`src/rtl/core/rpbu_pkg.sv`:
```
// ----------------------------------------------------------------------------
// rpbu_pkg: shared types and constants of the RGB24 pixel blend unit
// Holds the register codes, the per-lane control bundle and the flag bundle
// that travel between the alpha path, the color lanes and the merge stage.
// ----------------------------------------------------------------------------
package rpbu_pkg;

  // Channel and port widths.
  localparam int unsigned ChanW    = 8;
  localparam int unsigned NumLanes = 3;
  localparam int unsigned CfgIdxW  = 3;
  localparam int unsigned CfgDataW = 24;

  // Full-scale channel value.
  localparam logic [ChanW-1:0] ChanMax = 8'hFF;

  // Factor selector codes. Codes above the last member select full scale.
  typedef enum logic [3:0] {
    FacZero        = 4'd0,
    FacOne         = 4'd1,
    FacSrcAlpha    = 4'd2,
    FacInvSrcAlpha = 4'd3,
    FacDstAlpha    = 4'd4,
    FacInvDstAlpha = 4'd5,
    FacSrcColor    = 4'd6,
    FacDstColor    = 4'd7,
    FacInvSrcColor = 4'd8,
    FacInvDstColor = 4'd9
  } factor_e;

  // Blend operation codes. The remaining codes keep the destination.
  typedef enum logic [2:0] {
    OpAdd    = 3'd0,
    OpSub    = 3'd1,
    OpRevSub = 3'd2,
    OpAnd    = 3'd3
  } blend_op_e;

  // Configuration register indexes.
  typedef enum logic [CfgIdxW-1:0] {
    RegSrcFactor   = 3'd0,
    RegDstFactor   = 3'd1,
    RegBlendOp     = 3'd2,
    RegColoringOnly = 3'd3,
    RegTintEnable  = 3'd4,
    RegTintAlpha   = 3'd5,
    RegTintRgb     = 3'd6
  } cfg_idx_e;

  // Control shared by all color lanes.
  typedef struct packed {
    logic      tint_act;
    factor_e   src_factor;
    factor_e   dst_factor;
    blend_op_e blend_op;
  } lane_ctl_t;

  // Load enables of the two lane pipeline stages.
  typedef struct packed {
    logic s1;
    logic s2;
  } pipe_en_t;

  // Per-pixel flags that reach the merge stage.
  typedef struct packed {
    logic skip;
    logic opaque;
    logic row_end;
  } pix_flags_t;

endpackage

```
`src/rtl/core/rpbu_alpha.sv`:
```
// ----------------------------------------------------------------------------
// rpbu_alpha: alpha path of the blend pipeline
// Selects the effective alpha; the first stage applies the tint alpha and sets
// the skip flag, the second derives the opaque flag for the merge stage.
// ----------------------------------------------------------------------------
module rpbu_alpha
  import rpbu_pkg::*;
(
  input  logic             clk_i,
  input  pipe_en_t         en_i,
  input  logic             coloring_only_i,
  input  logic             tint_act_i,
  input  logic [ChanW-1:0] tint_alpha_i,
  input  logic [ChanW-1:0] src_alpha_i,
  input  logic             row_end_i,
  output logic [ChanW-1:0] alpha1_o,
  output pix_flags_t       flags_o
);

  logic [ChanW-1:0]   alpha_raw;
  logic [2*ChanW-1:0] alpha_prod;
  logic [ChanW-1:0]   alpha1_d, alpha1_q;
  logic               skip1_q, row_end1_q;
  pix_flags_t         flags2_q;

  // Effective alpha before and after the tint.
  assign alpha_raw  = coloring_only_i ? ChanMax : src_alpha_i;
  assign alpha_prod = (2*ChanW)'(alpha_raw) * (2*ChanW)'(tint_alpha_i);
  assign alpha1_d   = tint_act_i ? alpha_prod[2*ChanW-1:ChanW] : alpha_raw;

  // Stage one: tinted alpha and the zero-alpha skip flag.
  always_ff @(posedge clk_i) begin
    if (en_i.s1) begin
      alpha1_q   <= alpha1_d;
      skip1_q    <= (alpha_raw == '0);
      row_end1_q <= row_end_i;
    end
  end

  // Stage two: the opaque decision travels with the flags.
  always_ff @(posedge clk_i) begin
    if (en_i.s2) begin
      flags2_q.skip    <= skip1_q;
      flags2_q.opaque  <= (alpha1_q == ChanMax);
      flags2_q.row_end <= row_end1_q;
    end
  end

  assign alpha1_o = alpha1_q;
  assign flags_o  = flags2_q;

endmodule

```
`config.mk`:
```
export PLATFORM = sky130hd
export DESIGN_NAME = rpbu_alpha
export DESIGN_NICKNAME = d
export VERILOG_FILES = /design/src/rtl/core/rpbu_pkg.sv /design/src/rtl/core/rpbu_alpha.sv
export SDC_FILE = /design/constraint.sdc
export NUM_CORES = 1
export LEC_CHECK = 0
export ABC_AREA = 1
export BUFFER_PORTS_ARGS = -buffer_cell sky130_fd_sc_hd__buf_2
export CORE_MARGIN = 1
export CORE_UTILIZATION = 37
export DETAILED_ROUTE_END_ITERATION = 10
export GPL_ROUTABILITY_DRIVEN = 0
export GPL_TIMING_DRIVEN = 1
export PLACE_DENSITY = 0.59
export SYNTH_ARGS = -nofsm -noshare
export SYNTH_HDL_FRONTEND = slang
export SYNTH_SLANG_ARGS = --single-unit
```
`constraint.sdc`:
```
create_clock -name clk_i -period 6.1 [get_ports clk_i]
set_input_delay 1.22 -clock clk_i [delete_from_list [all_inputs] [get_ports clk_i]]
set_output_delay 1.22 -clock clk_i [all_outputs]
set_load 0.03 [all_outputs]
```
==> impl_metrics.json <==
{
  "pwr_density_nw_per_um2": 407,
  "clock_tree_buf_depth": 2,
  "cts-resized-gates": 0,
  "critPathMostFrequentCell": "sky130_fd_sc_hd__nand2_1",
  "ys_seq_elements": 13,
  "routed-via-count": 2238,
  "ys_types": 26,
  "antenna_cells": 0,
  "synthCells": 331,
  "grt_antenna_before_repair": 0,
  "rsz_0062_raised_after_global_routing": "false",
  "max-cap-violations": 0,
  "htree_depth": 1,
  "clk_latency_ns": 0.25,
  "slowest_stage_delay_on_critical_path_ns": 0.56,
  "initialDrtViolationCount": 169,
  "cellLeakagePower_nw": 1.60,
  "hold_violations": 0,
  "worstPathArrival_ns": 5.41,
  "max_freq_mhz": 185,
  "fp.coreArea_um2": 6790,
  "timing.critical_path.slowest_stage_cell": "sky130_fd_sc_hd__fa_1",
  "mostFrequentLayoutCell": "sky130_fd_sc_hd__inv_1",
  "die_area_um2": 7400,
  "buffer_ports.inserted": 32,
  "grt_pass1_vias": 2268,
  "yosys_warnings": 0,
  "run_status": "completed",
  "area.growth.synth_to_final_pct": 13.0,
  "worst-slew-pin-transition_ns": 0.634,
  "path_clk_slew_ns": 0.06,
  "totalNegativeSetupSlack_ns": 0,
  "layout.cells.most_common_list": "sky130_fd_sc_hd__inv_1, sky130_fd_sc_hd__nor2_1, sky130_fd_sc_hd__nand2_1",
  "die_y_um": 86.0,
  "clock-skew-final_ns": 0.00671,
  "path_cells": "buf_2 -> nor2_1 -> nor2_1 -> fa_1 -> fa_1 -> fa_1 -> inv_1 -> fa_1 -> inv_1 -> ha_1 -> nand2_1 -> inv_1 -> a21oi_1 -> nor2_1 -> nor2_1 -> nand2_1 -> nand2_1 -> nand2_1 -> nand2_1 -> nand2_1",
  "grt_start_max_net_pins": 13,
  "fraction_of_final_layout_cells_with_drive_strength_greater_than_1_pct": 12.5,
  "syn-num-nets": 421,
  "cts_sinks": 13,
  "syn_avg_cell_area_um2": 7.89,
  "worst_setup_end_kind": "flip-flop",
  "total_drc_errors_in_the_routed_layout": 0,
  "detail_route.first_pass.iterations": 4,
  "post-cts-setup-buffer-count": 0,
  "wl_per_cell_um": 13.0,
  "worst_ir_drop_vdd_mv": 0.158,
  "period_minus_slack_ns": 5.41,
  "timing.final.setup_violations": 0,
  "worst_path_dominant_cell_family": "adder cells",
  "grt_pass1_wl_um": 10600,
  "std_cell_rows": 30,
  "cts_hold_buffers": 0,
  "hpwlAfterDp_um": 5360,
  "synth_seq_area_share_pct": 14.9,
  "critical_path_type": "in -> reg",
  "avgViaCountPerCell": 4.81,
  "numCtsBuffers": 3,
  "worstSetupStartpointType": "input port",
  "globalRoute.totalOverflow": 0,
  "routed_wirelength_um": 6040,
  "place.detailed.instances": 461,
  "floorplan.io_pins": 33,
  "antenna_violating_nets_post_route": 0,
  "combined_buffer_and_inverter_count_along_the_critical_path": 4,
  "initial_core_util_pct": 38.4,
  "final_number_of_max_transition_violations": 0,
  "grtUsageTotal_pct": 18.1,
  "worst_slew_margin_relative_to_its_limit_pct": 57.6,
  "cts.root.buffer_cell": "sky130_fd_sc_hd__clkbuf_8",
  "worstPathMaxFanout": 10,
  "final_net_count": 460,
  "cp_data_required_time_ns": 6.11,
  "cts_tree": "yes",
  "post_synthesis_instance_area_um2": 2610,
  "fin_cells": 465,
  "die_x_um": 86.0,
  "final_min_period_over_clock_period_pct": 88.6,
  "hold_path.class": "reg -> reg"
}
-- final timing paths --
kind | startpoint | endpoint | slack [ns] | cells past startpoint
setup / recovery | coloring_only_i | alpha1_o[7]$_DFFE_PP_ | 0.69 | 20
hold / removal | row_end1_q$_DFFE_PP_ | flags_o[0]$_DFFE_PP_ | 0.42 | 0
setup reg to reg | alpha1_o[6]$_DFFE_PP_ | flags_o[1]$_DFFE_PP_ | 5.26 | 2
hold reg to reg | row_end1_q$_DFFE_PP_ | flags_o[0]$_DFFE_PP_ | 0.42 | 0
-- synth_stat cells, drive strengths merged --
cell	number	area, µm²
a21o	2	15.0
xnor2	1	8.76
edfxtp	13	390
nand3b	1	7.51
a21oi	8	40.0
or2	1	6.26
inv	69	259
nand4	7	43.8
buf	2	16.3
nand3	17	90.1
ha	33	413
nor2	69	315
nor3	2	10.0
xor2	1	8.76
o21ai	9	48.8
o21bai	1	7.51
fa	35	701
a31oi	1	6.26
nand2	59	224
-- worst reg2reg max path: stages (launching register included) --
cell,delay [ns]
sky130_fd_sc_hd__edfxtp_1,0.43
sky130_fd_sc_hd__nand4_1,0.11
sky130_fd_sc_hd__nor2_1,0.05
-- metal layers --
layer	track usage [%]	vias to the layer above	share of wire, %
met3	2.31	21	4.1
met2	30.2	63	47
met5	0	-	0
li1	-	1105	-
met4	5.30	0	3.2
met1	24.6	1049	46
-- area by class of cell --
cell class | instances | area, µm²
fillers | 692 | 3840
multi-input cells | 247 | 1950
flip-flops and latches | 13 | 390
inverters | 69 | 259
repair buffers | 36 | 190
well taps | 96 | 120
clock buffers | 4 | 45.0
-- through the flow --
stage	power [mW]	utilization, %	setup WS [ns]	instance area [µm²]	hold slack, ns
final	1.20	43.4	0.693	2950	0.421
after floorplan	0.892	-	0.793	2610	0.400
after global routing	1.38	43.4	0.417	2950	0.438
after CTS	1.20	43.4	0.709	2950	0.423
after detailed placement	1.12	42.8	0.459	2910	0.411
after global placement	1.12	42.8	0.561	2910	0.408
-- cells by family after synthesis --
logic type / synth area share, %
AND/OR/NAND/NOR: 26.7
buffers and inverters: 10.5
XOR/XNOR: 0.671
AO/OA/AOI/OAI: 4.50
flip-flops: 14.9
adder cells (fa/ha/maj): 42.6
-- sequential cells by signal (all words and copies together), names as in the netlist --
name	count
alpha1_o	8
flags_o	3
row_end1_q	1
skip1_q	1
-- report_power, final --
part | switching (mW) | internal [mW]
logic | 0.622 | 0.356
clock network | 0.0309 | 0.0461
registers | 0.0107 | 0.134
total | 0.663 | 0.536
Note: power is estimated with default switching activity, not from simulation.
