### src/rtl/core/rpbu_pkg.sv
// ----------------------------------------------------------------------------
// rpbu_pkg: shared types and constants of the RGB24 pixel blend unit
// Holds the register codes, the per-lane control bundle and the flag bundle
// that travel between the alpha path, the color lanes and the merge stage.
// ----------------------------------------------------------------------------
package rpbu_pkg;

  // Channel and port widths.
  localparam int unsigned ChanW    = 8;
  localparam int unsigned NumLanes = 3;
  localparam int unsigned CfgIdxW  = 3;
  localparam int unsigned CfgDataW = 24;

  // Full-scale channel value.
  localparam logic [ChanW-1:0] ChanMax = 8'hFF;

  // Factor selector codes. Codes above the last member select full scale.
  typedef enum logic [3:0] {
    FacZero        = 4'd0,
    FacOne         = 4'd1,
    FacSrcAlpha    = 4'd2,
    FacInvSrcAlpha = 4'd3,
    FacDstAlpha    = 4'd4,
    FacInvDstAlpha = 4'd5,
    FacSrcColor    = 4'd6,
    FacDstColor    = 4'd7,
    FacInvSrcColor = 4'd8,
    FacInvDstColor = 4'd9
  } factor_e;

  // Blend operation codes. The remaining codes keep the destination.
  typedef enum logic [2:0] {
    OpAdd    = 3'd0,
    OpSub    = 3'd1,
    OpRevSub = 3'd2,
    OpAnd    = 3'd3
  } blend_op_e;

  // Configuration register indexes.
  typedef enum logic [CfgIdxW-1:0] {
    RegSrcFactor   = 3'd0,
    RegDstFactor   = 3'd1,
    RegBlendOp     = 3'd2,
    RegColoringOnly = 3'd3,
    RegTintEnable  = 3'd4,
    RegTintAlpha   = 3'd5,
    RegTintRgb     = 3'd6
  } cfg_idx_e;

  // Control shared by all color lanes.
  typedef struct packed {
    logic      tint_act;
    factor_e   src_factor;
    factor_e   dst_factor;
    blend_op_e blend_op;
  } lane_ctl_t;

  // Load enables of the two lane pipeline stages.
  typedef struct packed {
    logic s1;
    logic s2;
  } pipe_en_t;

  // Per-pixel flags that reach the merge stage.
  typedef struct packed {
    logic skip;
    logic opaque;
    logic row_end;
  } pix_flags_t;

endpackage

### src/rtl/core/rpbu_merge.sv
// ----------------------------------------------------------------------------
// rpbu_merge: output stage of the blender
// Chooses per pixel between the untouched destination, the opaque source and
// the blended lane results, and holds the transaction in the output register.
// ----------------------------------------------------------------------------
module rpbu_merge
  import rpbu_pkg::*;
(
  input  logic                           clk_i,
  input  logic                           load_i,
  input  pix_flags_t                     flags_i,
  input  logic [NumLanes-1:0][ChanW-1:0] src_i,
  input  logic [NumLanes-1:0][ChanW-1:0] dst_i,
  input  logic [NumLanes-1:0][ChanW-1:0] res_i,
  output logic [NumLanes-1:0][ChanW-1:0] chan_o,
  output logic                           written_o,
  output logic                           row_end_o
);

  logic [NumLanes-1:0][ChanW-1:0] chan_d, chan_q;
  logic                           written_q, row_end_q;

  // Select the final value of each channel.
  always_comb begin
    for (int i = 0; i < NumLanes; i++) begin
      if (flags_i.skip) begin
        chan_d[i] = dst_i[i];
      end else if (flags_i.opaque) begin
        chan_d[i] = src_i[i];
      end else begin
        chan_d[i] = res_i[i];
      end
    end
  end

  // Output register.
  always_ff @(posedge clk_i) begin
    if (load_i) begin
      chan_q    <= chan_d;
      written_q <= !flags_i.skip;
      row_end_q <= flags_i.row_end;
    end
  end

  assign chan_o    = chan_q;
  assign written_o = written_q;
  assign row_end_o = row_end_q;

endmodule

### config.mk
export PLATFORM = sky130hd
export DESIGN_NAME = rpbu_merge
export DESIGN_NICKNAME = d
export VERILOG_FILES = /design/src/rtl/core/rpbu_pkg.sv /design/src/rtl/core/rpbu_merge.sv
export SDC_FILE = /design/constraint.sdc
export NUM_CORES = 1
export LEC_CHECK = 0
export ABC_AREA = 1
export BUFFER_PORTS_ARGS = -buffer_cell sky130_fd_sc_hd__buf_2
export CAP_MARGIN = 20
export CORE_MARGIN = 5
export CORE_UTILIZATION = 25
export CTS_CLUSTER_DIAMETER = 50
export DETAILED_ROUTE_END_ITERATION = 10
export SLEW_MARGIN = 10
export SYNTH_ARGS = -nofsm -noshare
export SYNTH_HDL_FRONTEND = slang
export SYNTH_SLANG_ARGS = --single-unit
### constraint.sdc
create_clock -name clk_i -period 1.1 [get_ports clk_i]
set_clock_uncertainty 0.05 [all_clocks]
set_input_delay 0.055 -clock clk_i [delete_from_list [all_inputs] [get_ports clk_i]]
set_output_delay 0.055 -clock clk_i [all_outputs]
set_load 0.05 [all_outputs]
==> metrics.txt, run 1 <==
outcome=finished, final reports clean; via count=about 1500; count of standard-cell rows=28; Final Critical Period=slightly below 1 ns; Setup Viol. Count Final=0; vias in the first global route=1527; Clock Path Buffers=2; crit path launch type=flop; GRT Util Overall=10.9%; Congestion Overflow GR=0; Finished Cell Area=around 0.0022 mm2; Synth Instances=206; Fin. Hold Viols=0; Detailed Route WL=around 4400 um; crit-path max cell delay=0.39 ns; pin count of the biggest net entering global routing=27; Die W=between 80 and 90 um; Core ar.=between 0.005 and 0.006 mm2; Clock Tree Root=clkbuf_8; layout cells sized above 1=35.8%; Post-Layout Cell Count=382; Slew HR=between 60% and 70%; PwrDens=between 1000 and 1500 mW/mm2; per-cell routed wire length=11.5 um; Die Ht=88.7 um; # DRC=0; worst min-delay path class=input pin to flop; TritonCTS clock tree=done; Avg Vias per Cell=4.04; PostCTS Resize Cnt=0; Worst VDD drop=roughly 0.00045 V; Die ar.=0.00786 mm2; WP data required=1.00 ns; Pleak=around 1.3 nW; Yosys cell types=8; Max Clk Rate=1020 MHz; num ports=~100; worst path cell trace=buf_2; Clock Pin Slew Worst Setup and Hold Paths=approximately 0.09 ns; Antenna Cells=0; Mapped Area=between 0.0015 and 0.002 mm2; clock tree sinks=26; Mapped Avg Cell Area=roughly 7.5 um2; Post-Syn Nets=283; Initial Utilization=between 20 and 30%; IO buf count=about 100; slowest stage cell, crit path=edfxtp_1; Slew @ Worst Pin=roughly 0.49 ns; final worst-path cycle share=slightly below 90%; Yosys reg bits=26; CP arrival=between 0.8 and 0.9 ns; Worst setup EP type=output pin; first-pass GRT wire length=around 6700 um; total of max-cap violations=0; gp weighted congestion=approximately 0.76; Final Max Slew Viols=0; worst setup path class=flop to output pin; nets=385; CP delay by family, top=flip-flops; Final ANT Viol Nets=0; First-pass DRT Iterations=5; Pwr Total=2.58 mW; sequential area share after synthesis=between 50% and 60%; number of CTS-inserted buffers=3; DP Area=~0.0021 mm2; Core Util, Final=~36%; CP bufs+invs=1; Ys Warns=0; H-tree depth=1; FILL cells=slightly below 700; area growth from synthesis to layout=39.6%; hpwl dp=approximately 3500 um; dpl cells=around 380; Worst Path Max Fanout=1; initial antenna violation count=0; RSZ-0062 raised after global routing=false; initial drt markers=41
worst paths after layout:
kind	from	endpoint	slack (ns)	cells past startpoint
max	chan_o[8]$_DFFE_PP_	chan_o[8]	0.12	1
min	dst_i[15]	chan_o[15]$_DFFE_PP_	0.008	3
state kept, by name, indices dropped and copies added, names as in the netlist:
name	count
chan_o	24
row_end_o	1
written_o	1
per-layer routing:
metal	share of wire [%]	GRT usage, %	up-vias
li1	-	-	810
met1	38	12.3	685
met2	53	20.5	45
met3	7.5	1.77	2
met4	1.1	3.85	0
met5	0	0	-
cells in the final DEF (no fill, tap or decap):
master,synthesis,layout
buf_12,0,1
buf_2,2,102
buf_4,2,2
clkbuf_8,0,3
clkinv_1,0,1
dlygate4sd3_1,0,2
edfxtp_1,26,26
inv_1,48,48
inv_4,2,2
nand2_1,96,96
nand3_1,24,24
where the power goes:
group	internal (mW)	leakage, nW	switching, mW	total (mW)
Sequential	1.20	0.254	0.0200	1.22
Clock	0.250	0.0231	0.299	0.548
Combinational	0.244	1.00	0.566	0.809
Total	1.70	1.28	0.884	2.58
cell type report:
type,instances,area (um2),area share [%]
multi-input cells,120,480,22.3
clock buffers,3,41.3,1.91
repair buffers,107,566,26.2
well taps,75,93.8,4.35
inverters,50,193,8.93
clock inverters,1,3.75,0.174
flip-flops and latches,26,781,36.2
cells in the mapped netlist:
master	n	area share [%]
inv_1	48	12
buf_4	2	0.97
buf_2	2	0.65
buf_6	6	4.4
inv_4	2	0.81
nand3_1	24	7.8
nand2_1	96	23
edfxtp_1	26	50
through the flow:
step / hold slack (ns) / worst slack [ns] / setup TNS (ns)
2_1_floorplan: 0.104 / 0.309 / 0
3_3_place_gp: 0.191 / -0.107 / -2.25
3_5_place_dp: 0.195 / -0.129 / -2.57
4_1_cts: 0.00235 / 0.103 / 0
5_1_grt: 0.00582 / 0.0571 / 0
6_report: 0.00804 / 0.122 / 0
cell families (layout without fill, tap and decap cells):
kind of cell	count (synthesis)	count (layout)	share of synthesized area (%)
buf+inv	60	161	18.4
simple gates	120	120	31.1
flops	26	26	50.5
timing repair:
| action | CTS | global route |
|---|---|---|
| buffers inserted | 0 | 0 |
| hold endpoints to repair | 2 | 0 |
| hold buffers | 2 | 0 |
Power figures use the tool's default switching activity.
==> run 2, diff against run 1 <==
- CORE_MARGIN: 5 -> 2
- CTS_BUF_LIST: default -> sky130_fd_sc_hd__clkbuf_8
- clock period: 1.1 -> 0.95 ns (I/O delays scaled with it)
==> metrics.txt, run 2 (synthesized netlist as in run 1, its figures left out) <==
First-pass DRT Iterations=4; max reg flops=24; worst path cell trace=buf_6; Final Critical Period=approximately 0.95 ns; number of CTS-inserted buffers=3; crit path launch type=flop; first-pass GRT wire length=about 6200 um; final worst-path cycle share=100%; clock tree sinks=26; Die ar.=approximately 0.0068 mm2; Post-Layout Cell Count=about 400; postcts setup bufs=0; Slew @ Worst Pin=around 0.28 ns; GRT Util Overall=around an eighth; Final ANT Viol Nets=0; Setup Viol. Count Final=1; area growth from synthesis to layout=61.2%; TritonCTS clock tree=done; Die Ht=about 83 um; Detailed Route WL=roughly 4300 um; Max Clk Rate=about 1100 MHz; DP Worst Slack=-0.0199 ns; Slew HR=roughly four fifths; layout cells sized above 1=34.5%; count of standard-cell rows=28; CP delay by family, top=flip-flops; per-cell routed wire length=between 10 and 15 um; WP data required=0.85 ns; Antenna Cells=0; Pleak=1.41 nW; CP arrival=about 0.85 ns; Worst Path Max Fanout=1; commonest non-fill, non-tap cell in the layout=nand2_1; Final Max Slew Viols=0; via count=roughly 1600; crit-path max cell delay=approximately 0.4 ns; Pwr Total=3.21 mW; Die W=roughly 83 um; H-tree depth=1; Core ar.=~0.0060 mm2; Fin. Hold Viols=0; Avg Vias per Cell=between 3 and 4; setup_tns=-0.000581 ns; most frequent cells in the layout=nand2_1 (96), buf_2 (76), inv_1 (48); Clock Tree Root=clkbuf_8; Worst VDD drop=approximately 0.00066 V; CP bufs+invs=1; failing checks=setup timing; Clock Pin Slew Worst Setup and Hold Paths=around 0.09 ns; Worst setup EP type=output pin; outcome=finished with violations; gp weighted congestion=~0.77; RSZ-0062 raised after global routing=true; vias in the first global route=between 1000 and 1500; hold slack=0.00104 ns; pin count of the biggest net entering global routing=27; hpwl dp=between 3000 and 4000 um; worst setup path class=flop to output pin; PwrDens=1290 mW/mm2; fin worst setup slack=-0.000581 ns; num ports=about 100; total of max-cap violations=0; initial drt markers=22; Initial Utilization=between 20% and 30%; Clock Path Buffers=2; # DRC=0; slowest stage cell, crit path=edfxtp_1; Congestion Overflow GR=0; initial antenna violation count=0; nets=400; worst min-delay path class=input pin to flop; dpl cells=about 380; IO buf count=102
[run 2: worst paths after layout]
path / end / startpoint / slack, ns / cells past startpoint
worst min-delay path: chan_o[23]$_DFFE_PP_ / dst_i[23] / 0.001 / 3
worst max-delay path: chan_o[1] / chan_o[1]$_DFFE_PP_ / -0.0006 / 1
[run 2: routing by layer]
| metal | wire (um) | global-route usage, % | up-vias |
|---|---|---|---|
| li1 | - | - | 843 |
| met1 | 1850 | 14.6 | 685 |
| met2 | 2200 | 21.6 | 53 |
| met3 | 239 | 1.41 | 4 |
| met4 | 57 | 4.92 | 0 |
| met5 | 0 | 0 | - |
[run 2: cell type report]
class | count | area [um2]
Clock inverter | 1 | 3.75
Multi-Input combinational cell | 120 | 480
Sequential cell | 26 | 781
Tap cell | 75 | 93.8
Clock buffer | 3 | 41.3
Fill cell | 621 | 3460
Inverter | 50 | 193
Timing Repair Buffer | 122 | 901
[run 2: per-stage QoR]
| stage | area [um2] | util [%] |
|---|---|---|
| floorplan | 1550 | - |
| detailed placement | 2130 | 35.7 |
| global route | 2490 | 41.9 |
| finish | 2490 | 41.9 |
| CTS | 2430 | 40.8 |
| global placement | 2130 | 35.7 |
[run 2: where the power goes]
| part | switching (mW) | total (mW) | internal [mW] | leakage (nW) |
|---|---|---|---|---|
| Clock | 0.353 | 0.642 | 0.289 | 0.0231 |
| Sequential | 0.0488 | 1.44 | 1.40 | 0.254 |
| Combinational | 0.664 | 1.12 | 0.460 | 1.13 |
[run 2: repair_timing]
action / in CTS / in global routing
hold endpoints to repair: 16 / 0
hold buffers: 16 / 0
setup endpoints to repair: 24 / 26
cloned: 0 / 0
resized for setup: 34 / 20
