File: src/rtl/core/rpbu_pkg.sv
// ----------------------------------------------------------------------------
// rpbu_pkg: shared types and constants of the RGB24 pixel blend unit
// Holds the register codes, the per-lane control bundle and the flag bundle
// that travel between the alpha path, the color lanes and the merge stage.
// ----------------------------------------------------------------------------
package rpbu_pkg;

  // Channel and port widths.
  localparam int unsigned ChanW    = 8;
  localparam int unsigned NumLanes = 3;
  localparam int unsigned CfgIdxW  = 3;
  localparam int unsigned CfgDataW = 24;

  // Full-scale channel value.
  localparam logic [ChanW-1:0] ChanMax = 8'hFF;

  // Factor selector codes. Codes above the last member select full scale.
  typedef enum logic [3:0] {
    FacZero        = 4'd0,
    FacOne         = 4'd1,
    FacSrcAlpha    = 4'd2,
    FacInvSrcAlpha = 4'd3,
    FacDstAlpha    = 4'd4,
    FacInvDstAlpha = 4'd5,
    FacSrcColor    = 4'd6,
    FacDstColor    = 4'd7,
    FacInvSrcColor = 4'd8,
    FacInvDstColor = 4'd9
  } factor_e;

  // Blend operation codes. The remaining codes keep the destination.
  typedef enum logic [2:0] {
    OpAdd    = 3'd0,
    OpSub    = 3'd1,
    OpRevSub = 3'd2,
    OpAnd    = 3'd3
  } blend_op_e;

  // Configuration register indexes.
  typedef enum logic [CfgIdxW-1:0] {
    RegSrcFactor   = 3'd0,
    RegDstFactor   = 3'd1,
    RegBlendOp     = 3'd2,
    RegColoringOnly = 3'd3,
    RegTintEnable  = 3'd4,
    RegTintAlpha   = 3'd5,
    RegTintRgb     = 3'd6
  } cfg_idx_e;

  // Control shared by all color lanes.
  typedef struct packed {
    logic      tint_act;
    factor_e   src_factor;
    factor_e   dst_factor;
    blend_op_e blend_op;
  } lane_ctl_t;

  // Load enables of the two lane pipeline stages.
  typedef struct packed {
    logic s1;
    logic s2;
  } pipe_en_t;

  // Per-pixel flags that reach the merge stage.
  typedef struct packed {
    logic skip;
    logic opaque;
    logic row_end;
  } pix_flags_t;

endpackage

File: src/rtl/core/rpbu_lane.sv
// ----------------------------------------------------------------------------
// rpbu_lane: one color channel of the blender
// Stage one applies the tint, stage two forms both weighted products, and
// the combine logic after stage two applies the blend operation and clamps.
// ----------------------------------------------------------------------------
module rpbu_lane
  import rpbu_pkg::*;
(
  input  logic             clk_i,
  input  pipe_en_t         en_i,
  input  lane_ctl_t        ctl_i,
  input  logic [ChanW-1:0] tint_i,
  input  logic [ChanW-1:0] alpha1_i,
  input  logic [ChanW-1:0] src_i,
  input  logic [ChanW-1:0] dst_i,
  output logic [ChanW-1:0] src_o,
  output logic [ChanW-1:0] dst_o,
  output logic [ChanW-1:0] res_o
);

  logic [2*ChanW-1:0] tint_prod;
  logic [ChanW-1:0]   src1_d, src1_q, dst1_q;
  logic [ChanW-1:0]   src2_q, dst2_q;
  logic [ChanW-1:0]   sf, df;
  logic [2*ChanW-1:0] ps_d, pd_d, ps_q, pd_q;
  logic [2*ChanW:0]   sum;
  logic [2*ChanW-1:0] diff_sd, diff_ds;

  // Weight selection for one channel; unused codes give full scale.
  function automatic logic [ChanW-1:0] pick_factor(
    input factor_e          sel,
    input logic [ChanW-1:0] alpha,
    input logic [ChanW-1:0] s,
    input logic [ChanW-1:0] d
  );
    logic [ChanW-1:0] f;
    case (sel)
      FacZero:        f = '0;
      FacOne:         f = ChanMax;
      FacSrcAlpha:    f = alpha;
      FacInvSrcAlpha: f = ChanMax - alpha;
      FacDstAlpha:    f = ChanMax;
      FacInvDstAlpha: f = '0;
      FacSrcColor:    f = s;
      FacDstColor:    f = d;
      FacInvSrcColor: f = ChanMax - s;
      FacInvDstColor: f = ChanMax - d;
      default:        f = ChanMax;
    endcase
    return f;
  endfunction

  // Stage one: tint the source channel.
  assign tint_prod = (2*ChanW)'(src_i) * (2*ChanW)'(tint_i);
  assign src1_d    = ctl_i.tint_act ? tint_prod[2*ChanW-1:ChanW] : src_i;

  always_ff @(posedge clk_i) begin
    if (en_i.s1) begin
      src1_q <= src1_d;
      dst1_q <= dst_i;
    end
  end

  // Stage two: weighted source and destination products.
  assign sf   = pick_factor(ctl_i.src_factor, alpha1_i, src1_q, dst1_q);
  assign df   = pick_factor(ctl_i.dst_factor, alpha1_i, src1_q, dst1_q);
  assign ps_d = (2*ChanW)'(src1_q) * (2*ChanW)'(sf);
  assign pd_d = (2*ChanW)'(dst1_q) * (2*ChanW)'(df);

  always_ff @(posedge clk_i) begin
    if (en_i.s2) begin
      ps_q   <= ps_d;
      pd_q   <= pd_d;
      src2_q <= src1_q;
      dst2_q <= dst1_q;
    end
  end

  // Combine the products, scale down by 256 and clamp to the channel range.
  assign sum     = (2*ChanW+1)'(ps_q) + (2*ChanW+1)'(pd_q);
  assign diff_sd = ps_q - pd_q;
  assign diff_ds = pd_q - ps_q;

  always_comb begin
    case (ctl_i.blend_op)
      OpAdd:    res_o = sum[2*ChanW] ? ChanMax : sum[2*ChanW-1:ChanW];
      OpSub:    res_o = (ps_q > pd_q) ? diff_sd[2*ChanW-1:ChanW] : '0;
      OpRevSub: res_o = (pd_q > ps_q) ? diff_ds[2*ChanW-1:ChanW] : '0;
      OpAnd:    res_o = ps_q[2*ChanW-1:ChanW] & pd_q[2*ChanW-1:ChanW];
      default:  res_o = dst2_q;
    endcase
  end

  assign src_o = src2_q;
  assign dst_o = dst2_q;

endmodule

File: config.mk
export PLATFORM = sky130hd
export DESIGN_NAME = rpbu_lane
export DESIGN_NICKNAME = d
export VERILOG_FILES = /design/src/rtl/core/rpbu_pkg.sv /design/src/rtl/core/rpbu_lane.sv
export SDC_FILE = /design/constraint.sdc
export NUM_CORES = 1
export LEC_CHECK = 0
export BUFFER_PORTS_ARGS = -buffer_cell sky130_fd_sc_hd__buf_2
export CORE_MARGIN = 10
export CORE_UTILIZATION = 45
export CTS_BUF_LIST = sky130_fd_sc_hd__clkbuf_16
export CTS_CLUSTER_DIAMETER = 100
export DETAILED_ROUTE_END_ITERATION = 10
export HOLD_SLACK_MARGIN = 0.03
export PLACE_DENSITY_LB_ADDON = 0.08
export SYNTH_ARGS = -nofsm -noshare
export SYNTH_HDL_FRONTEND = slang
export SYNTH_SLANG_ARGS = --single-unit
File: constraint.sdc
create_clock -name clk_i -period 6.78 [get_ports clk_i]
set_input_delay 0.678 -clock clk_i [delete_from_list [all_inputs] [get_ports clk_i]]
set_output_delay 0.678 -clock clk_i [all_outputs]
set_load 0.01 [all_outputs]
==> results of run 1 <==
## through the flow
step / setup WS [ns] / hold slack, ns
after floorplan: 1.02 / 0.424
after global placement: 0.768 / 0.612
after detailed placement: 0.662 / 0.610
after CTS: 1.01 / 0.500
after global routing: 0.544 / 0.501
final: 0.937 / 0.515
## layout make-up
class                           instances  share of cell area, %
Clock buffer                            9                   1.86
Multi-Input combinational cell        975                   68.6
Timing Repair Buffer                   80                   3.52
Tap cell                              324                   3.35
Clock inverter                          7                  0.590
Inverter                              199                   6.18
Sequential cell                        64                   15.9
## layer usage
layer  vias up  track usage [%]  share of wire [%]
li1       4389                -                  -
met1      4326             27.0                 51
met2       207             27.8                 44
met3        21             3.10                4.5
met4         0             2.74               0.86
met5         -                0                  0
## Yosys cell counts, types with 19 or more instances
library cell / count / area share [%]
inv_1: 198 / 6.6
ha_1: 153 / 17
fa_1: 107 / 19
nand2_1: 105 / 3.5
and2_1: 96 / 5.4
a21oi_1: 89 / 4.0
nor2_1: 74 / 2.5
edfxtp_1: 64 / 17
o21ai_0: 37 / 1.7
xnor2_1: 34 / 2.7
nor2b_1: 31 / 1.7
clkbuf_1: 29 / 0.97
nand2b_1: 25 / 1.4
nor3_1: 19 / 0.85
## how the worst min path moves through the flow
stage / end / slack [ns] / cells past startpoint
after floorplan: dst_o[0] / 0.42 / 0
after global placement: src_o[4] / 0.61 / 1
after detailed placement: src_o[4] / 0.61 / 1
after CTS: dst1_q[5] / 0.50 / 1
after global routing: dst1_q[5] / 0.50 / 1
final: dst1_q[5] / 0.51 / 1
## state kept, by name, indices dropped and copies added, names as in the netlist
signal  count
src1_q      8
dst1_q      8
ps_q       16
pd_q       16
dst_o       8
src_o       8
## cell families (layout without fill, tap and decap cells)
logic type / Yosys count / in the layout / share of synthesized area [%]
buf+inv: 245 / 295 / 8.74
mux: 12 / 12 / 1.12
xor+xnor: 42 / 42 / 3.28
flops: 64 / 64 / 17.2
simple gates: 399 / 399 / 18.2
compound gates: 262 / 262 / 15.3
fa+ha+maj: 260 / 260 / 36.2
==> out/results.ini, run 1 <==
[status]
outcome=complete, no violations

[placement]
place_area_um2=11800
place_inst=1642
port-buffer-count=70
routabilityCongestion=0.888
hpwl_um=22200

[worst_setup_path]
required_ns=6.86
crit_family=adder cells
critPathMaxStageDelay_ns=0.53
cp.depth=22
path_class=primary input to register
path_max_fanout=21
start_kind=primary input
r2r_slack_ns=1.09
crit_buf_inv=6
slowest_stage=fa_1
arrival_ns=5.92
cp-end-kind=register
cp-endpoint=ps_q[13]
r2r_end=ps_q[13]
reg2reg_depth=21
path_cells=buf_2 -> clkinv_1 -> o21ai_0 -> a21oi_1 -> o22ai_1 -> o211ai_1 -> and2_1 -> fa_1 -> inv_1 -> fa_1 -> inv_1 -> fa_1 -> inv_1 -> fa_1 -> inv_1 -> ha_1 -> a21boi_0 -> o21ai_0 -> a21oi_1 -> a41oi_1 -> nor2b_1 -> xnor2_1
r2r_start=src1_q[2]
startpoint=ctl_i[8]

[cts]
clk_latency_ns=0.33
numClockSinks=64
clockRootBuffer=clkbuf_16
ctsResizeCount=0
holdBufCountCts=0
cts_setup_buffers=0
cts_max_path_buffers=2
numCtsBuffers=9
clk_pin_slew_ns=0.06
tritoncts=built
cts_max_level=3

[logic_synthesis]
ys_seq_elements=64
avgSynthCellArea_um2=8.72
synth_cell_types=72
synth-async-reset-ratio_pct=0
yosysSeqAreaShare_pct=17.2
syn_nets=1591
netlist_area_um2=11200
synth.yosys.warnings=0
syn_inst=1284
synth_ff_type=edfxtp_1
synth_edf_count=64

[drt]
wl_per_cell_um=16.7
drt_iter0_markers=478
vias_per_cell=5.39
firstDrtPassIters=5
postRouteAntennaNets=0
drt_wl_total_um=27700
vias=8943
drc=0

[floorplan]
die_area_um2=31600
ios=71
core_area_um2=24400
fp.dieW_um=178
rows=57
start_util_pct=45.9
die_y_um=178

[finish]
fin_cells=1658
regArea_um2=1920
design_area_um2=12100
final_core_util_pct=49.6
num_antenna_cells=0
fillCellCount=2403
final_layout_size_suffix_gt1_share_pct=9.00
final_common_cell=inv_1
nNetsFinal=1636
multi_input_area_um2=8300
final_cell_mix=198 x inv_1, 153 x ha_1, 107 x fa_1
syn2layout_area_growth_pct=8.00

[timing]
max_freq_ghz=0.171
skew_ns=0.0139
tns_ns=0
worstMarginPinSlew_ns=0.815
min_period_ns=5.84
fin_crit_sh_pct=86.2
relSlewSlack_pct=45.1
final-setup-viol-count=0
rsz0062_at_grt=false
hold_violations=0
drv_slew=0

[hold_path]
hp-start=dst_i[5]
hp-class=primary input to register

[global_route]
grt_pass1_vias=9012
grt_usage_pct=18.3
antenna_found_initial=0
grt_pass1_wl_um=47000
grt_max_degree=49
globalRouteOverflowTotal=0

[job]
drv_cap=0

Power of run 1 is left out: the tool's default activity adds up to more than one toggle a clock period on the data nets, which glitch-free logic cannot reach.
==> inputs of run 2 (changes only) <==
--- a/config.mk
+++ b/config.mk
@@ -6,7 +6,6 @@
 export NUM_CORES = 1
 export LEC_CHECK = 0
 export BUFFER_PORTS_ARGS = -buffer_cell sky130_fd_sc_hd__buf_2
-export CORE_MARGIN = 10
 export CORE_UTILIZATION = 45
 export CTS_BUF_LIST = sky130_fd_sc_hd__clkbuf_16
 export CTS_CLUSTER_DIAMETER = 100
@@ -16,3 +15,4 @@
 export SYNTH_ARGS = -nofsm -noshare
 export SYNTH_HDL_FRONTEND = slang
 export SYNTH_SLANG_ARGS = --single-unit
+export TNS_END_PERCENT = 1
==> out/results.ini, run 2 (synthesis gave the netlist of run 1 again) <==
[status]
outcome=complete, no violations

[finish]
final_layout_size_suffix_gt1_share_pct=9.00
final_common_cell=inv_1
num_antenna_cells=0
largestRegisters=pd_q (16), ps_q (16)
regArea_um2=1920
final_cell_mix=198 x inv_1, 153 x ha_1, 107 x fa_1
nNetsFinal=1636
multi_input_area_um2=8300
fillCellCount=2427
syn2layout_area_growth_pct=7.78

[placement]
port-buffer-count=70
routabilityCongestion=0.891
hpwl_um=21300

[cts]
ctsResizeCount=0
clk_pin_slew_ns=0.07
cts_max_level=3
clockRootBuffer=clkbuf_16
numClockSinks=64
cts_setup_buffers=0
numCtsBuffers=9
cts_max_path_buffers=2
tritoncts=built
holdBufCountCts=0
clk_latency_ns=0.34

[timing]
skew_ns=0.0166
relSlewSlack_pct=43.2
final-setup-viol-count=0
tns_ns=0
fin_crit_sh_pct=85.4
worstMarginPinSlew_ns=0.849
hold_violations=0
rsz0062_at_grt=false
min_period_ns=5.79
drv_slew=0
max_freq_ghz=0.173

[global_route]
grt_pass1_vias=8835
grt.busiest_layer=met2
grt_pass1_wl_um=45700
globalRouteOverflowTotal=0
use_met1_pct=33.6
grt_max_degree=49
grt_usage_pct=22.4
use_met2_pct=34.2
antenna_found_initial=0
met3_usage_pct=3.27

[floorplan]
start_util_pct=45.9
ios=71
fp.dieW_um=160
die_area_um2=25500
core_area_um2=24400
die_y_um=160
rows=57

[hold_path]
hp-start=dst_i[3]
hp-class=primary input to register

[worst_setup_path]
cp-end-kind=register
path_class=register to register
r2r_slack_ns=0.99
r2r_start=src1_q[2]
arrival_ns=5.87
required_ns=6.86
path_max_fanout=9
start_kind=register
startpoint=src1_q[2]

[drt]
drt_wl_total_um=27100
drt_iter0_markers=677
wl_per_cell_um=16.3
vias_per_cell=5.40
drc=0
postRouteAntennaNets=0
firstDrtPassIters=5
vias=8958

[job]
drv_cap=0

run 2: final timing paths:
kind	cells past startpoint	endpoint
setup / recovery	21	ps_q[13]
hold / removal	1	dst1_q[3]
setup reg to reg	21	ps_q[13]
hold reg to reg	1	dst_o[5]
run 2: worst max-delay path: stages, from the launching register on:
cell	delay (ns)
edfxtp_1	0.61
inv_1	0.30
a22oi_1	0.11
o22a_1	0.23
o211ai_1	0.56
nand2_1	0.17
fa_1	0.44
inv_1	0.08
fa_1	0.41
ha_1	0.28
inv_1	0.04
fa_1	0.48
inv_1	0.04
ha_1	0.30
nor2b_1	0.14
o21ai_0	0.27
a21boi_0	0.17
o21ai_0	0.23
a21oi_1	0.14
a41oi_1	0.27
nor2b_1	0.18
xnor2_1	0.09
run 2: through the flow:
step                worst slack (ns)  hold slack (ns)  instances  area (um2)  utilization (%)
finish                         0.987            0.506       1658       12100             49.5
global route                   0.551            0.489       1658       12100             49.5
CTS                             1.05            0.492       1658       12100             49.5
detailed placement             0.783            0.623       1642       11800             48.4
global placement               0.811            0.633       1642       11800             48.4
floorplan                       1.02            0.424       1284       11200                -
run 2: area by class of cell:
class	count	share of cell area (%)
sequential	64	15.9
clock inverter	7	0.383
tap	324	3.36
inverter	199	6.19
multi-input combinational	975	68.8
timing repair buffer	80	3.52
clock buffer	9	1.87
run 2: per-layer routing:
| metal | part of all wire, % | wire length [um] | up-vias |
|---|---|---|---|
| li1 | - | - | 4383 |
| met5 | 0 | 0 | - |
| met2 | 44 | 11800 | 190 |
| met1 | 51 | 13700 | 4364 |
| met3 | 4.7 | 1270 | 21 |
| met4 | 0.89 | 240 | 0 |
Power of run 2 is left out for the same reason.
==> inputs of run 3 (changes only) <==
--- a/config.mk
+++ b/config.mk
@@ -5,6 +5,7 @@
 export SDC_FILE = /design/constraint.sdc
 export NUM_CORES = 1
 export LEC_CHECK = 0
+export ABC_AREA = 1
 export BUFFER_PORTS_ARGS = -buffer_cell sky130_fd_sc_hd__buf_2
 export CORE_UTILIZATION = 45
 export CTS_BUF_LIST = sky130_fd_sc_hd__clkbuf_16
==> out/results.ini, run 3 <==
[status]
outcome=finished, violations left
violations=DRC

[finish]
num_antenna_cells=0
final_layout_size_suffix_gt1_share_pct=6.21
largestRegisters=pd_q (16), ps_q (16)
final_cell_mix=423 x nand2_1, 383 x inv_1, 190 x nor2_1
fillCellCount=2703
final_common_cell=nand2_1
nNetsFinal=2058
syn2layout_area_growth_pct=7.85
design_area_um2=12900

[cts]
clk_pin_slew_ns=0.07
cts_setup_buffers=0
cts_max_level=3
holdBufCountCts=0
numClockSinks=64
clk_latency_ns=0.35
cts_max_path_buffers=2
tritoncts=built
clockRootBuffer=clkbuf_16
numCtsBuffers=9
ctsResizeCount=0

[logic_synthesis]
synthTopCellsByCount=423 x nand2_1, 383 x inv_1, 190 x nor2_1
avgSynthCellArea_um2=7.06
synth_top_area_share_pct=17.9
netlist_area_um2=12000
synth-async-reset-ratio_pct=0
ys_seq_elements=64
synth.yosys.warnings=0
synth_top_area_cell=fa_1
synth_edf_count=64
syn_inst=1699
syn_nets=2006
synth_area_leaders=fa_1 18%, edfxtp_1 16%, ha_1 16%
yosysSeqAreaShare_pct=16.0
synth_cell_types=42
yosysMostFrequentCell=nand2_1
synth_ff_type=edfxtp_1

[timing]
fin_crit_sh_pct=82.2
skew_ns=0.0154
max_freq_ghz=0.179
final-setup-viol-count=0
min_period_ns=5.58
rsz0062_at_grt=false
hold_violations=0
drv_slew=0
worstMarginPinSlew_ns=1.13
tns_ns=0
relSlewSlack_pct=24.9

[job]
drv_cap=0

[drt]
vias_per_cell=5.08
drt_iter0_markers=671
drt_wl_total_um=33000
wl_per_cell_um=15.8
firstDrtPassIters=8
vias=10600
postRouteAntennaNets=0
drc=2

[worst_setup_path]
path_max_fanout=8
path_cells=buf_2 -> nor2_1 -> inv_1 -> xor2_2 -> inv_2 -> nor4_4 -> nor2_1 -> fa_1 -> inv_1 -> fa_1 -> fa_1 -> fa_1 -> inv_1 -> ha_1 -> nand2_1 -> o21ai_0 -> a21boi_0 -> o21ai_0 -> a21oi_1 -> xnor2_1
start_kind=primary input
arrival_ns=5.66
slowest_stage=nor4_4
cp_common_cell=fa_1
path_class=primary input to register
cp-end-kind=register
required_ns=6.87
r2r_slack_ns=1.34
critPathMaxStageDelay_ns=0.54

[floorplan]
fp.dieW_um=165
die_y_um=165
core_area_um2=26100
ios=71
die_area_um2=27300
start_util_pct=45.9
rows=59

[placement]
hpwl_um=27700
routabilityCongestion=0.915
place_area_um2=12600
port-buffer-count=70

[global_route]
grt_usage_pct=25.4
globalRouteOverflowTotal=0
grt_max_degree=49
grt_pass1_vias=10300
grt_pass1_wl_um=53000
antenna_found_initial=0

[hold_path]
hp-class=primary input to register

-- run 3: changes by cell type after synthesis, sizes merged, moves of 31 or more --
cell	before	now
and2	96	4
inv	198	385
nand2	105	424
nand3	11	75
nor2	74	190
nor2b	31	0
-- run 3: layout make-up --
type	instances	area [um2]	area share, %
Multi-Input combinational cell	1213	8470	65.5
Sequential cell	64	1920	14.9
Clock inverter	7	71.3	0.552
Timing Repair Buffer	70	350	2.71
Tap cell	335	419	3.24
Clock buffer	9	225	1.74
Inverter	393	1480	11.4
-- run 3: critical path: cells and delay by family --
family	cells	cell delay [ns]
XOR/XNOR	2	0.40
AO/OA/AOI/OAI	4	0.96
AND/OR/NAND/NOR	4	0.91
buffers and inverters	5	0.48
adder cells (fa/ha/maj)	5	2.23
-- run 3: path summary, 6_finish.rpt --
path              cells past startpoint  startpoint        end
setup reg to reg                     19   src1_q[3]   ps_q[14]
hold reg to reg                       0   src1_q[6]   src_o[6]
setup / recovery                     20    ctl_i[5]   pd_q[13]
hold / removal                        1    dst_i[3]  dst1_q[3]
-- run 3: cell families (layout without fill, tap and decap cells) --
kind of cell / Yosys count / in the layout / synth area share [%]
and+or+nand+nor: 757 / 757 / 26.7
adders and majority gates: 260 / 260 / 33.8
xor gates and xnor gates: 31 / 31 / 2.39
DFF: 64 / 64 / 16.0
AOI/OAI and AO/OA: 165 / 165 / 7.74
buffers and inverters: 422 / 479 / 13.3
-- run 3: metal layers --
metal  vias up  GRT usage, %  part of all wire, %
met4         0          8.05                  2.3
met3        48          3.45                  4.9
met5         -             0                    0
li1       5355             -                    -
met1      4925          35.5                   49
met2       294          40.5                   44
-- run 3: metrics by stage --
step	instances	util, %	hold slack [ns]	setup slack (ns)
finish	2091	49.5	0.503	1.20
global route	2091	49.5	0.494	0.843
CTS	2091	49.5	0.489	1.20
detailed placement	2075	48.3	0.583	0.842
global placement	2075	48.3	0.580	0.995
floorplan	1699	-	0.482	1.44
Power of run 3 is left out for the same reason.
